[config.mk]
export PLATFORM = sky130hd
export DESIGN_NAME = tcp_byte_stream_reassembler
export DESIGN_NICKNAME = d
export VERILOG_FILES = /design/src/rtl/core/tsr_pkg.sv /design/src/rtl/core/tsr_front.sv /design/src/rtl/core/tsr_queue.sv /design/src/rtl/core/tsr_back.sv /design/src/rtl/core/tcp_byte_stream_reassembler.sv
export VERILOG_INCLUDE_DIRS = /design/src /design/src/rtl/core
export SDC_FILE = /design/constraint.sdc
export NUM_CORES = 1
export LEC_CHECK = 0
export BUFFER_PORTS_ARGS = -buffer_cell sky130_fd_sc_hd__buf_2
export CELL_PAD_IN_SITES_DETAIL_PLACEMENT = 1
export CELL_PAD_IN_SITES_GLOBAL_PLACEMENT = 2
export CORE_MARGIN = 1
export CORE_UTILIZATION = 48
export CTS_BUF_LIST = sky130_fd_sc_hd__clkbuf_8
export CTS_CLUSTER_SIZE = 30
export DETAILED_ROUTE_END_ITERATION = 10
export PLACE_DENSITY_LB_ADDON = 0.08
export SETUP_SLACK_MARGIN = 0.3
export SLEW_MARGIN = 15
export SYNTH_ARGS = -nofsm -noshare
export SYNTH_HDL_FRONTEND = slang
export SYNTH_SLANG_ARGS = --single-unit
[constraint.sdc]
create_clock -name clk_i -period 6.5 [get_ports clk_i]
set_input_delay 1.3 -clock clk_i [delete_from_list [all_inputs] [get_ports clk_i]]
set_output_delay 1.3 -clock clk_i [all_outputs]
set_load 0.05 [all_outputs]
[src/rtl/core/assert_macros.svh]
// Assertion macros used by the top-level RTL file
`ifndef ASSERT_MACROS_SVH
`define ASSERT_MACROS_SVH

// Check a property on every rising clock edge outside reset
`define TSR_ASSERT(lbl, prop, msg) \
  lbl: assert property (@(posedge clk_i) disable iff (!rst_ni) (prop)) else $error(msg);

// Check that a condition implies a consequence in the same cycle
`define TSR_ASSERT_IMPL(lbl, ante, cons, msg) \
  lbl: assert property (@(posedge clk_i) disable iff (!rst_ni) (ante) |-> (cons)) \
    else $error(msg);

`endif

[src/rtl/core/tsr_pkg.sv]
// Types and constants of the byte stream reassembler
package tsr_pkg;

  localparam int unsigned POS_W      = 32;
  localparam int unsigned BYTE_W     = 8;
  localparam int unsigned WIN_W      = 6;
  localparam int unsigned HELD_W     = 6;
  localparam int unsigned DEPTH_DEF  = 32;
  localparam int unsigned Q_DEPTH    = 2;
  localparam logic [WIN_W-1:0] WIN_RESET = 6'd32;

  // Result kinds
  localparam logic KIND_BYTE   = 1'b0;
  localparam logic KIND_STATUS = 1'b1;

  typedef struct packed {
    logic [POS_W-1:0]  stream_index;
    logic [BYTE_W-1:0] data_byte;
    logic              has_data;
    logic              end_of_stream;
  } tsr_in_t;

  typedef struct packed {
    logic              kind;
    logic [BYTE_W-1:0] out_byte;
    logic [POS_W-1:0]  out_position;
    logic [HELD_W-1:0] held_count;
    logic              stream_ended;
    logic              last;
  } tsr_out_t;

  // Segment record handed from the front to the back
  typedef struct packed {
    logic [POS_W-1:0]  pos;
    logic [BYTE_W-1:0] data_byte;
    logic              has_data;
    logic              eos;
    logic [POS_W-1:0]  end_pos;
  } tsr_seg_t;

  // Queue status seen by the front and the back
  typedef struct packed {
    logic full;
    logic empty;
  } tsr_qstat_t;

  typedef enum logic [6:0] {
    ST_IDLE   = 7'b0000001,
    ST_CLASS  = 7'b0000010,
    ST_INSERT = 7'b0000100,
    ST_SCAN   = 7'b0001000,
    ST_READ   = 7'b0010000,
    ST_EMIT   = 7'b0100000,
    ST_STATUS = 7'b1000000
  } tsr_state_e;

endpackage

[src/rtl/core/tsr_front.sv]
// Front end: accepts input transactions and builds segment records
module tsr_front (
  input  logic              clk_i,
  input  logic              rst_ni,
  input  logic              in_valid_i,
  output logic              in_stall_o,
  input  tsr_pkg::tsr_in_t  in_data_i,
  input  tsr_pkg::tsr_qstat_t qstat_i,
  output logic              push_o,
  output tsr_pkg::tsr_seg_t seg_o
);

  logic             full_q, full_d;
  tsr_pkg::tsr_in_t item_q;
  logic             take;

  // Hand the held item on whenever the queue has room
  assign push_o     = full_q && !qstat_i.full;
  assign in_stall_o = full_q && !push_o;
  assign take       = in_valid_i && !in_stall_o;

  // Work out the end position that an end mark would record
  always_comb begin
    seg_o.pos       = item_q.stream_index;
    seg_o.data_byte = item_q.data_byte;
    seg_o.has_data  = item_q.has_data;
    seg_o.eos       = item_q.end_of_stream;
    seg_o.end_pos   = item_q.has_data ? item_q.stream_index + tsr_pkg::POS_W'(1)
                                      : item_q.stream_index;
  end

  always_comb begin
    full_d = full_q;
    if (push_o) full_d = 1'b0;
    if (take)   full_d = 1'b1;
  end

  always_ff @(posedge clk_i or negedge rst_ni) begin
    if (!rst_ni) begin
      full_q <= 1'b0;
    end else begin
      full_q <= full_d;
    end
  end

  // Capture the payload of an accepted transaction
  always_ff @(posedge clk_i) begin
    if (take) begin
      item_q <= in_data_i;
    end
  end

endmodule

[src/rtl/core/tsr_queue.sv]
// Short segment queue between the front and the back
module tsr_queue (
  input  logic                clk_i,
  input  logic                rst_ni,
  input  logic                push_i,
  input  tsr_pkg::tsr_seg_t   seg_i,
  input  logic                pop_i,
  output tsr_pkg::tsr_seg_t   seg_o,
  output tsr_pkg::tsr_qstat_t qstat_o
);

  localparam int unsigned PTR_W = $clog2(tsr_pkg::Q_DEPTH);
  localparam int unsigned CNT_W = $clog2(tsr_pkg::Q_DEPTH + 1);

  tsr_pkg::tsr_seg_t  entry_q [tsr_pkg::Q_DEPTH];
  logic [PTR_W-1:0]   wr_ptr_q, wr_ptr_d, rd_ptr_q, rd_ptr_d;
  logic [CNT_W-1:0]   count_q, count_d;
  logic               do_push, do_pop;

  assign qstat_o.full  = (count_q == CNT_W'(tsr_pkg::Q_DEPTH));
  assign qstat_o.empty = (count_q == '0);
  assign do_push       = push_i && !qstat_o.full;
  assign do_pop        = pop_i && !qstat_o.empty;
  assign seg_o         = entry_q[rd_ptr_q];

  // Advance pointers with wrap at the queue depth
  always_comb begin
    wr_ptr_d = wr_ptr_q;
    rd_ptr_d = rd_ptr_q;
    count_d  = count_q;
    if (do_push) begin
      wr_ptr_d = (wr_ptr_q == PTR_W'(tsr_pkg::Q_DEPTH - 1)) ? '0 : wr_ptr_q + 1'b1;
    end
    if (do_pop) begin
      rd_ptr_d = (rd_ptr_q == PTR_W'(tsr_pkg::Q_DEPTH - 1)) ? '0 : rd_ptr_q + 1'b1;
    end
    case ({do_push, do_pop})
      2'b10:   count_d = count_q + 1'b1;
      2'b01:   count_d = count_q - 1'b1;
      default: count_d = count_q;
    endcase
  end

  always_ff @(posedge clk_i or negedge rst_ni) begin
    if (!rst_ni) begin
      wr_ptr_q <= '0;
      rd_ptr_q <= '0;
      count_q  <= '0;
    end else begin
      wr_ptr_q <= wr_ptr_d;
      rd_ptr_q <= rd_ptr_d;
      count_q  <= count_d;
    end
  end

  // Store a pushed segment
  always_ff @(posedge clk_i) begin
    if (do_push) begin
      entry_q[wr_ptr_q] <= seg_i;
    end
  end

endmodule

[src/rtl/core/tsr_back.sv]
// Back end: window check, byte ring, drain walk and result register
module tsr_back #(
  parameter int unsigned DEPTH = tsr_pkg::DEPTH_DEF
) (
  input  logic                       clk_i,
  input  logic                       rst_ni,
  input  logic [tsr_pkg::WIN_W-1:0]  win_i,
  input  tsr_pkg::tsr_qstat_t        qstat_i,
  input  tsr_pkg::tsr_seg_t          seg_i,
  output logic                       pop_o,
  output logic                       out_valid_o,
  input  logic                       out_stall_i,
  output tsr_pkg::tsr_out_t          out_data_o
);

  localparam int unsigned SLOT_W = $clog2(DEPTH);
  localparam int unsigned CNT_W  = $clog2(DEPTH + 1);
  localparam int unsigned POS_W  = tsr_pkg::POS_W;

  tsr_pkg::tsr_state_e state_q, state_d;

  logic [tsr_pkg::BYTE_W-1:0] ring_q [DEPTH];
  logic [tsr_pkg::BYTE_W-1:0] rd_data_q;
  logic [DEPTH-1:0]           valid_q, valid_d;

  logic [POS_W-1:0]           next_pos_q, next_pos_d;
  logic [SLOT_W-1:0]          next_slot_q, next_slot_d;
  logic [POS_W-1:0]           end_pos_q, end_pos_d;
  logic                       end_known_q, end_known_d;
  logic [tsr_pkg::HELD_W-1:0] held_q, held_d;

  tsr_pkg::tsr_seg_t          seg_q;
  logic                       behind_q, beyond_q;
  logic [SLOT_W-1:0]          slot_q;
  logic [CNT_W-1:0]           cnt_q, cnt_d;
  logic [SLOT_W-1:0]          scan_slot_q, scan_slot_d;
  logic [POS_W-1:0]           scan_pos_q, scan_pos_d;
  logic                       ended_q, ended_d;

  logic                       out_valid_q, out_valid_d;
  tsr_pkg::tsr_out_t          out_q, out_d;

  logic [POS_W-1:0]           offset;
  logic                       behind, beyond;
  logic [SLOT_W:0]            slot_sum;
  logic [SLOT_W-1:0]          slot;
  logic                       out_free;
  logic                       do_store;
  logic [POS_W-1:0]           end_gap;

  assign out_free    = !out_valid_q || !out_stall_i;
  assign out_valid_o = out_valid_q;
  assign out_data_o  = out_q;
  assign pop_o       = (state_q == tsr_pkg::ST_IDLE) && !qstat_i.empty;

  // Classify the segment against the window
  always_comb begin
    offset   = seg_q.pos - next_pos_q;
    behind   = offset[POS_W-1];
    beyond   = !behind && (offset >= {{(POS_W - tsr_pkg::WIN_W){1'b0}}, win_i});
    slot_sum = {1'b0, next_slot_q} + {1'b0, offset[SLOT_W-1:0]};
    slot     = (slot_sum >= (SLOT_W + 1)'(DEPTH)) ? SLOT_W'(slot_sum - (SLOT_W + 1)'(DEPTH))
                                                  : slot_sum[SLOT_W-1:0];
  end

  assign do_store = (state_q == tsr_pkg::ST_INSERT) && !beyond_q && seg_q.has_data &&
                    !behind_q && !valid_q[slot_q];
  assign end_gap  = scan_pos_q - end_pos_q;

  // Sequence one segment: classify, insert, scan the run, emit, report
  always_comb begin
    state_d     = state_q;
    valid_d     = valid_q;
    next_pos_d  = next_pos_q;
    next_slot_d = next_slot_q;
    end_pos_d   = end_pos_q;
    end_known_d = end_known_q;
    held_d      = held_q;
    cnt_d       = cnt_q;
    scan_slot_d = scan_slot_q;
    scan_pos_d  = scan_pos_q;
    ended_d     = ended_q;
    out_valid_d = out_valid_q && out_stall_i;
    out_d       = out_q;

    unique case (state_q)
      tsr_pkg::ST_IDLE: begin
        if (!qstat_i.empty) state_d = tsr_pkg::ST_CLASS;
      end
      tsr_pkg::ST_CLASS: begin
        state_d = tsr_pkg::ST_INSERT;
      end
      tsr_pkg::ST_INSERT: begin
        if (do_store) begin
          valid_d[slot_q] = 1'b1;
          held_d          = held_q + 1'b1;
        end
        if (!beyond_q && seg_q.eos) begin
          end_pos_d   = seg_q.end_pos;
          end_known_d = 1'b1;
        end
        cnt_d       = '0;
        scan_slot_d = next_slot_q;
        scan_pos_d  = next_pos_q;
        state_d     = tsr_pkg::ST_SCAN;
      end
      tsr_pkg::ST_SCAN: begin
        // Count the contiguous run of stored bytes from the next position
        if ((cnt_q == CNT_W'(DEPTH)) || !valid_q[scan_slot_q]) begin
          ended_d = end_known_q && !end_gap[POS_W-1];
          state_d = (cnt_q == '0) ? tsr_pkg::ST_STATUS : tsr_pkg::ST_READ;
        end else begin
          cnt_d       = cnt_q + 1'b1;
          scan_slot_d = (scan_slot_q == SLOT_W'(DEPTH - 1)) ? '0 : scan_slot_q + 1'b1;
          scan_pos_d  = scan_pos_q + POS_W'(1);
        end
      end
      tsr_pkg::ST_READ: begin
        state_d = tsr_pkg::ST_EMIT;
      end
      tsr_pkg::ST_EMIT: begin
        if (out_free) begin
          out_valid_d          = 1'b1;
          out_d.kind           = tsr_pkg::KIND_BYTE;
          out_d.out_byte       = rd_data_q;
          out_d.out_position   = next_pos_q;
          out_d.held_count     = held_q - 1'b1;
          out_d.stream_ended   = ended_q;
          out_d.last           = 1'b0;
          valid_d[next_slot_q] = 1'b0;
          held_d               = held_q - 1'b1;
          next_pos_d           = next_pos_q + POS_W'(1);
          next_slot_d          = (next_slot_q == SLOT_W'(DEPTH - 1)) ? '0
                                                                    : next_slot_q + 1'b1;
          cnt_d                = cnt_q - 1'b1;
          state_d              = (cnt_q == CNT_W'(1)) ? tsr_pkg::ST_STATUS
                                                      : tsr_pkg::ST_READ;
        end
      end
      tsr_pkg::ST_STATUS: begin
        if (out_free) begin
          out_valid_d        = 1'b1;
          out_d.kind         = tsr_pkg::KIND_STATUS;
          out_d.out_byte     = '0;
          out_d.out_position = next_pos_q;
          out_d.held_count   = held_q;
          out_d.stream_ended = ended_q;
          out_d.last         = 1'b1;
          state_d            = tsr_pkg::ST_IDLE;
        end
      end
      default: state_d = tsr_pkg::ST_IDLE;
    endcase
  end

  always_ff @(posedge clk_i or negedge rst_ni) begin
    if (!rst_ni) begin
      state_q     <= tsr_pkg::ST_IDLE;
      valid_q     <= '0;
      next_pos_q  <= '0;
      next_slot_q <= '0;
      end_pos_q   <= '0;
      end_known_q <= 1'b0;
      held_q      <= '0;
      cnt_q       <= '0;
      ended_q     <= 1'b0;
      out_valid_q <= 1'b0;
    end else begin
      state_q     <= state_d;
      valid_q     <= valid_d;
      next_pos_q  <= next_pos_d;
      next_slot_q <= next_slot_d;
      end_pos_q   <= end_pos_d;
      end_known_q <= end_known_d;
      held_q      <= held_d;
      cnt_q       <= cnt_d;
      ended_q     <= ended_d;
      out_valid_q <= out_valid_d;
    end
  end

  // Hold the segment, its classification, the scan cursor and the result payload
  always_ff @(posedge clk_i) begin
    if (pop_o) seg_q <= seg_i;
    if (state_q == tsr_pkg::ST_CLASS) begin
      behind_q <= behind;
      beyond_q <= beyond;
      slot_q   <= slot;
    end
    scan_slot_q <= scan_slot_d;
    scan_pos_q  <= scan_pos_d;
    out_q       <= out_d;
  end

  // Byte ring: one write port, one registered read port
  always_ff @(posedge clk_i) begin
    if (do_store) ring_q[slot_q] <= seg_q.data_byte;
    if (state_q == tsr_pkg::ST_READ) rd_data_q <= ring_q[next_slot_q];
  end

endmodule

[src/rtl/core/tcp_byte_stream_reassembler.sv]
// Top level of the byte stream reassembler
//
//   channel | direction | handshake          | payload
//   --------+-----------+--------------------+-------------------------
//   in      | input     | in_valid / stall   | tsr_in_t  (one byte)
//   out     | output    | out_valid / stall  | tsr_out_t (byte/status)
//   cfg     | input     | cfg_valid / ready  | window_size, 6 bits
//
// In the back end an item is classified and inserted, then a scan walks the
// contiguous stored bytes, each byte gets a read and an emit step on the
// single ring read port, and a status result closes the item.
// Reset clears the valid map and all positions; the ring itself is not
// cleared and needs no sweep. The front register and a two-entry queue
// keep accepting while the back end waits on a stalled output.
module tcp_byte_stream_reassembler #(
  parameter int unsigned DEPTH = tsr_pkg::DEPTH_DEF
) (
  input  logic                      clk_i,
  input  logic                      rst_ni,
  input  logic                      in_valid_i,
  output logic                      in_stall_o,
  input  tsr_pkg::tsr_in_t          in_data_i,
  output logic                      out_valid_o,
  input  logic                      out_stall_i,
  output tsr_pkg::tsr_out_t         out_data_o,
  input  logic                      cfg_valid_i,
  output logic                      cfg_ready_o,
  input  logic [tsr_pkg::WIN_W-1:0] cfg_data_i
);

  `include "assert_macros.svh"

  logic [tsr_pkg::WIN_W-1:0] win_q, win_eff;
  tsr_pkg::tsr_qstat_t       qstat;
  tsr_pkg::tsr_seg_t         push_seg, pop_seg;
  logic                      push, pop;

  // Window register; values above the ring depth act as the depth
  assign cfg_ready_o = 1'b1;
  assign win_eff     = (win_q > tsr_pkg::WIN_W'(DEPTH)) ? tsr_pkg::WIN_W'(DEPTH) : win_q;

  always_ff @(posedge clk_i or negedge rst_ni) begin
    if (!rst_ni) begin
      win_q <= tsr_pkg::WIN_RESET;
    end else if (cfg_valid_i && cfg_ready_o) begin
      win_q <= cfg_data_i;
    end
  end

  tsr_front u_front (
    .clk_i      (clk_i),
    .rst_ni     (rst_ni),
    .in_valid_i (in_valid_i),
    .in_stall_o (in_stall_o),
    .in_data_i  (in_data_i),
    .qstat_i    (qstat),
    .push_o     (push),
    .seg_o      (push_seg)
  );

  tsr_queue u_queue (
    .clk_i   (clk_i),
    .rst_ni  (rst_ni),
    .push_i  (push),
    .seg_i   (push_seg),
    .pop_i   (pop),
    .seg_o   (pop_seg),
    .qstat_o (qstat)
  );

  tsr_back #(
    .DEPTH (DEPTH)
  ) u_back (
    .clk_i       (clk_i),
    .rst_ni      (rst_ni),
    .win_i       (win_eff),
    .qstat_i     (qstat),
    .seg_i       (pop_seg),
    .pop_o       (pop),
    .out_valid_o (out_valid_o),
    .out_stall_i (out_stall_i),
    .out_data_o  (out_data_o)
  );

  // Status results close an item and carry no byte
  `TSR_ASSERT_IMPL(a_status_last, out_valid_o && (out_data_o.kind == tsr_pkg::KIND_STATUS), out_data_o.last && (out_data_o.out_byte == '0), "status result without last or with a byte")
  // Byte results never close an item
  `TSR_ASSERT_IMPL(a_byte_not_last, out_valid_o && (out_data_o.kind == tsr_pkg::KIND_BYTE), !out_data_o.last, "byte result marked last")
  // Held count in a valid result never exceeds the ring depth
  `TSR_ASSERT(a_held_bound, !out_valid_o || (out_data_o.held_count <= tsr_pkg::HELD_W'(DEPTH)), "held count beyond ring depth")
  // Queue never reports full and empty together
  `TSR_ASSERT(a_queue_state, !(qstat.full && qstat.empty), "queue full and empty at once")

endmodule
==> results.sh, run 1 <==
export IMPL_grt_max_degree=75
export IMPL_cp_startpoint="u_back.slot_q[0]"
export IMPL_synthArstFlopShare_pct=17.77
export IMPL_avgSynthCellArea_sq_um=15.08
export IMPL_maxSlewViolCount=0
export IMPL_nets=2488
export IMPL_finalSetupTns_ns=0
export IMPL_yosys_mux_area_fraction_pct=9.733
export IMPL_max_freq_mhz=226.5
export IMPL_synthFlopType="edfxtp_1"
export IMPL_cts_root_buf="clkbuf_8"
export IMPL_synth_compound_area_share_pct=6.020
export IMPL_die_x_um=262.2
export IMPL_synth_warnings=0
export IMPL_drc=0
export IMPL_hold_viol_final=0
export IMPL_cts_sinks=754
export IMPL_grtUsageTotal_pct=24.33
export IMPL_r2r_setup_slack_ns=2.08
export IMPL_drt_pass1_iterations=7
export IMPL_yosysTopAreaCell="edfxtp_1"
export IMPL_netlist_top_cells_area="edfxtp_1, dfrtp_1, mux4_2, mux2_2, ha_1"
export IMPL_num_vias=19002
export IMPL_synth_cell_types=74
export IMPL_path_class="reg2reg"
export IMPL_setup_slack_ns=2.084
export IMPL_clk_latency_ns=0.77
export IMPL_syn_inst=2154
export IMPL_grt_pass1_wl_um=124000
export IMPL_clk_pin_slew_ns=0.05
export IMPL_cts_setup_buffers=0
export IMPL_die_h_um=262.2
export IMPL_syn_to_final_growth_pct=12.98
export IMPL_holdPathStages=2
export IMPL_dp_final_hpwl_um=55170
export IMPL_outcome="finished, final reports clean"
export IMPL_synth_top_area_share_pct=57.31
export IMPL_synth_most_common_cell="edfxtp_1"
export IMPL_synth_edf_count=620
export IMPL_leakagePower_nw=13.03
export IMPL_hold_end="u_back.end_known_q"
export IMPL_clock_skew_ns=0.03322
export IMPL_finalCritPeriodShare_pct=67.93
export IMPL_drt_iter0_markers=1235
export IMPL_overflow=0
export IMPL_initial_utilization_pct=48.46
export IMPL_htreeDepth=4
export IMPL_rsz0062_at_grt="false"
export IMPL_viasPerCell=5.703
export IMPL_final_area_sq_um=36700
export IMPL_r2r_cells=8
export IMPL_ant_nets=0
export IMPL_synth_xor_area_share_pct=3.667
export IMPL_r2r_start="u_back.slot_q[0]"
export IMPL_portBuffers=103
export IMPL_setup_viol=0
export IMPL_ir_worst_vdd_v=0.0002710
export IMPL_power_total_mw=15.63
export IMPL_place_gp_congestion=0.8632
export IMPL_cap_violations=0
export IMPL_rr_endpoint="u_back.ring_q[31][2]"
export IMPL_core_sq_um=67040
export IMPL_rows=95
export IMPL_min_path_type="reg2reg"
export IMPL_synth_fp_nets=2296
export IMPL_cts_hold_buf=0
export IMPL_layout_drive_gt1_share_pct=21.53
export IMPL_synth_fa_ha_area_share_pct=3.474
export IMPL_ys_top_cells_by_count="edfxtp_1, nand2_1, dfrtp_1"
export IMPL_cp_arrival_ns=4.78
export IMPL_power_per_cell_area_nw_per_um2=426.0
export IMPL_grt_pass1_vias=20550
export IMPL_yosysSeqAreaShare_pct=67.64
export IMPL_routed_wl_um=81380
export IMPL_critPathMaxFanout=12
export IMPL_tritoncts="built"
export IMPL_yosys_area_share_simple_pct=7.480
export IMPL_synth_top_family_by_area="multiplexers"
export IMPL_relSlewSlack_pct=29.28
export IMPL_wire_per_inst_um=24.42
export IMPL_crit_path_end_kind="register"
export IMPL_pre_cts_ws_ns=2.108
export IMPL_post_cts_resized=0
export IMPL_placed_area_sq_um=34070
export IMPL_required_ns=6.87
export IMPL_fin_crit_ns=4.416
export IMPL_io_pins=105
export IMPL_cts_buffers=133
export IMPL_hp_start="u_back.end_known_q"
export IMPL_synth_seq_cells=754
export IMPL_tightest_slew_ns=1.061
export IMPL_antenna_found_initial=0
export IMPL_clock_path_buffers=3
export IMPL_critPathLaunchType="register"
export IMPL_fin_util_pct=54.75
export IMPL_die_area_sq_um=68720
export IMPL_netlist_area_sq_um=32490
[state kept, by name (all words and copies together), names as in the netlist, 6 cells and up]
register and cells:
u_back.state_q 7, u_back.ring_q 256, win_q 6, u_front.seg_o 42, u_back.end_pos_q 32, u_back.cnt_q 6
u_back.rd_data_q 8, u_back.seg_q 74, u_back.scan_pos_q 32, u_back.held_q 6, u_back.out_data_o 48, u_back.next_pos_q 32
u_queue.entry_q 148, u_back.valid_q 32
[worst max-delay path, cell delays in order (launching register included)]
cell and delay [ns]:
edfxtp_1 0.75, mux4_2 0.59, nand2b_1 0.09, nand4_1 0.14, or4b_4 0.56, nor4_4 0.40, nand3_1 0.51, buf_4 0.40
nor2_1 0.57
[cells by family after synthesis]
kind of cell | after synthesis
compound gates | 321
xor+xnor | 136
fa+ha+maj | 89
buf+inv | 165
flops | 754
mux | 199
other cells | 1
simple gates | 489
[area by class of cell]
class	instances	area [sq um]
fillers	6433	30340
inverters	89	334.1
clock inverters	104	675.6
multi-input cells	1235	9911
clock buffers	142	1954
flip-flops and latches	754	21980
repair buffers	133	747.0
well taps	873	1092
diodes	2	5.005
[metal layers]
| layer | vias to the layer above | global-route usage, % | wire (um) |
|---|---|---|---|
| li1 | 8607 | - | - |
| met1 | 9762 | 30.73 | 33910 |
| met2 | 488 | 41.67 | 41400 |
| met3 | 145 | 4.389 | 3614 |
| met4 | 0 | 9.361 | 2456 |
| met5 | - | 0 | 0 |
[metrics by stage]
stage,hold WS (ns),std cells
floorplan,0.4142,2154
global placement,0.4274,3084
detailed placement,0.4370,3084
CTS,0.4514,3330
global route,0.4670,3330
finish,0.4525,3332
[cell usage in the layout, fill, tap and decap left out, drive strengths merged, types with 19 or more instances in the layout]
cell	Yosys	routed
a21o	19	19
a21oi	66	66
a22oi	34	34
and3	23	23
buf	22	133
clkbuf	54	142
clkinv	0	31
dfrtp	132	132
edfxtp	620	620
ha	87	87
inv	89	149
mux2	115	115
mux4	82	82
nand2	140	140
nand3	59	59
nand4	35	35
nor2	112	112
nor3	24	24
o21ai	127	127
xnor2	94	94
xor2	42	42
[report_power, final]
| group | total [mW] | leakage, nW | switching, mW | internal (mW) |
|---|---|---|---|---|
| registers | 7.20 | 7.11 | 0.606 | 6.59 |
| logic | 4.11 | 4.39 | 2.49 | 1.62 |
| clock network | 4.33 | 1.53 | 2.01 | 2.32 |
| total | 15.6 | 13.0 | 5.10 | 10.5 |
[worst max-delay path by stage]
stage,endpoint,slack (ns),cells past startpoint
final,u_back.ring_q[31][2],2.08,8
after global routing,u_back.ring_q[31][2],1.88,8
after CTS,u_back.ring_q[31][2],2.05,8
after detailed placement,u_back.ring_q[31][0],2.11,8
after global placement,u_back.next_pos_q[31],2.28,10
after floorplan,u_queue.count_q[1],0.87,6
Note: power is estimated with default switching activity, not from simulation.
==> run 2, diff against run 1 <==
CORE_UTILIZATION = 43   (was 48)
clock period = 3.97 ns   (was 6.5 ns; I/O delays follow)
==> run 2 against run 1 <==
Hold slack got worse by 0.36 ns. Sequential cell count did not move. Combinational power rose by 65%. Utilization fell by 4.6 points. Clock power rose by 57%. Sequential power rose by 65%. Final cell count rose by 4.7%. First-iteration DRC count fell by 12%. Critical path depth rose by 7. Largest cell class unchanged.
==> results.sh, run 2 (synthesis results as in run 1) <==
export IMPL_outcome="finished, final reports clean"
export IMPL_core_sq_um=74570
export IMPL_r2r_start="u_back.next_pos_q[0]"
export IMPL_power_total_mw=25.43
export IMPL_dp_final_hpwl_um=55170
export IMPL_r2r_setup_slack_ns=0.35
export IMPL_ir_worst_vdd_v=0.0003538
export IMPL_clock_path_buffers=3
export IMPL_rr_endpoint="u_back.beyond_q"
export IMPL_final_common_cell="edfxtp_1"
export IMPL_required_ns=4.48
export IMPL_crit_slowest_cell="or4_4"
export IMPL_die_area_sq_um=76650
export IMPL_gr_max_usage_layer="met2"
export IMPL_tritoncts="built"
export IMPL_top_regs="u_back.ring_q x256, u_queue.entry_q x148, u_back.seg_q x74"
export IMPL_r2r_cells=15
export IMPL_ff_latch_area_sq_um=21980
export IMPL_largest_reg_flops=256
export IMPL_crit_chain="ha_2 > fa_2 > nand2b_4 > nand2b_1 > a21oi_2 > xnor2_2 > ha_1 > a221o_1 > nor3_2 > o211ai_1 > a2111o_1 > or4_4 > nor4_2 > and4_1 > a21oi_1"
export IMPL_routed_wl_um=80680
export IMPL_nets=2555
export IMPL_cp_arrival_ns=4.13
export IMPL_slowest_delay_ns=0.42
export IMPL_viasPerCell=5.434
export IMPL_cts_sinks=754
export IMPL_syn_to_final_growth_pct=15.12
export IMPL_pre_cts_ws_ns=0.1349
export IMPL_drt_pass1_iterations=5
export IMPL_grt_max_degree=75
export IMPL_initial_utilization_pct=43.56
export IMPL_io_pins=105
export IMPL_power_per_cell_area_nw_per_um2=680.0
export IMPL_tightest_slew_ns=1.171
export IMPL_multi_input_area_sq_um=10010
export IMPL_cp_top_family="simple AND/OR/NAND/NOR gates"
export IMPL_layout_drive_gt1_share_pct=24.09
export IMPL_top_register="u_back.ring_q"
export IMPL_maxSlewViolCount=0
export IMPL_drt_iter0_markers=1086
export IMPL_grt_pass1_vias=20670
export IMPL_relSlewSlack_pct=21.92
export IMPL_htreeDepth=4
export IMPL_critPathLaunchType="register"
export IMPL_place_gp_congestion=0.8073
export IMPL_fin_util_pct=50.15
export IMPL_clock_skew_ns=0.03133
export IMPL_cp_buffers_inverters=0
export IMPL_cts_buffers=131
export IMPL_num_vias=18965
export IMPL_whs_ns=0.09512
export IMPL_die_h_um=276.9
export IMPL_fin_crit_ns=3.620
export IMPL_critPathMaxFanout=2
export IMPL_rows=100
export IMPL_finalCritPeriodShare_pct=91.17
export IMPL_die_x_um=276.9
export IMPL_clk_pin_slew_ns=0.07
export IMPL_cap_violations=0
export IMPL_setup_slack_ns=0.3505
export IMPL_grt_pass1_wl_um=124900
export IMPL_leakagePower_nw=13.36
export IMPL_antenna_found_initial=4
export IMPL_finalSetupTns_ns=0
export IMPL_portBuffers=103
export IMPL_met1_usage_pct=26.60
export IMPL_cts_hold_buf=0
export IMPL_cts_root_buf="clkbuf_8"
export IMPL_ant_nets=0
export IMPL_wire_per_inst_um=23.12
export IMPL_path_class="reg2reg"
export IMPL_rsz0062_at_grt="true"
export IMPL_max_freq_mhz=276.3
export IMPL_min_path_type="in2async"
export IMPL_crit_path_end_kind="register"
export IMPL_fill_cells=7334
export IMPL_drc=0
export IMPL_grt_use_met3_pct=3.805
export IMPL_clk_latency_ns=0.78
export IMPL_setup_viol=0
export IMPL_overflow=0
export IMPL_gr_usage_met2_pct=38.02
export IMPL_hold_viol_final=0
export IMPL_final_cell_mix="edfxtp_1, nand2_1, clkbuf_8, inv_1, dfrtp_1"
export IMPL_grtUsageTotal_pct=21.61
run 2: worst max-delay path by stage:
stage | start | to | slack, ns | cells past startpoint
5_1_grt | u_back.next_pos_q[3] | u_back.beyond_q | 0.09 | 15
3_3_place_gp | u_back.next_pos_q[3] | u_back.beyond_q | 0.18 | 15
6_report | u_back.next_pos_q[0] | u_back.beyond_q | 0.35 | 15
3_5_place_dp | u_back.next_pos_q[3] | u_back.beyond_q | 0.13 | 15
4_1_cts | u_back.next_pos_q[0] | u_back.beyond_q | 0.31 | 15
2_1_floorplan | u_back.next_pos_q[0] | u_back.beyond_q | 0.47 | 15
run 2: metrics by stage:
step                      instances  cell area (sq um)
after global routing           3490              37400
after detailed placement       3246              34760
after global placement         3246              34760
after CTS                      3487              37300
final                          3490              37400
after floorplan                2154              32500
run 2: where the power goes:
part,switching [mW],total (mW),leakage [nW],internal (mW)
clock network,3.29,6.79,1.46,3.50
registers,1.08,11.9,7.11,10.8
logic,3.94,6.78,4.79,2.84
total,8.31,25.4,13.4,17.1
run 2: routing by layer:
layer,part of all wire [%],vias up
li1,-,8737
met4,2.7,0
met3,3.7,127
met1,42,9733
met2,52,368
met5,0,-
run 2: worst reg2reg max path, stage by stage, from the launching register on:
cell and delay [ns]:
dfrtp_1 0.40, ha_2 0.20, fa_2 0.36, nand2b_4 0.16, nand2b_1 0.09, a21oi_2 0.08, xnor2_2 0.14, ha_1 0.20
a221o_1 0.32, nor3_2 0.15, o211ai_1 0.09, a2111o_1 0.29, or4_4 0.42, nor4_2 0.19, and4_1 0.21, a21oi_1 0.06
run 2: repair_timing:
item,4_1_cts,5_1_grt
setup buffers,1,1
pin swaps,0,5
endpoints found under the setup margin,1,19
resized for setup,4,13
run 2: area by class of cell:
type                            count  area share [%]
Antenna cell                        1        0.006691
Clock buffer                      139           5.115
Clock inverter                    101           1.596
Inverter                           89          0.8932
Multi-Input combinational cell   1235           26.76
Sequential cell                   754           58.78
Tap cell                          969           3.242
Timing Repair Buffer              202           3.603
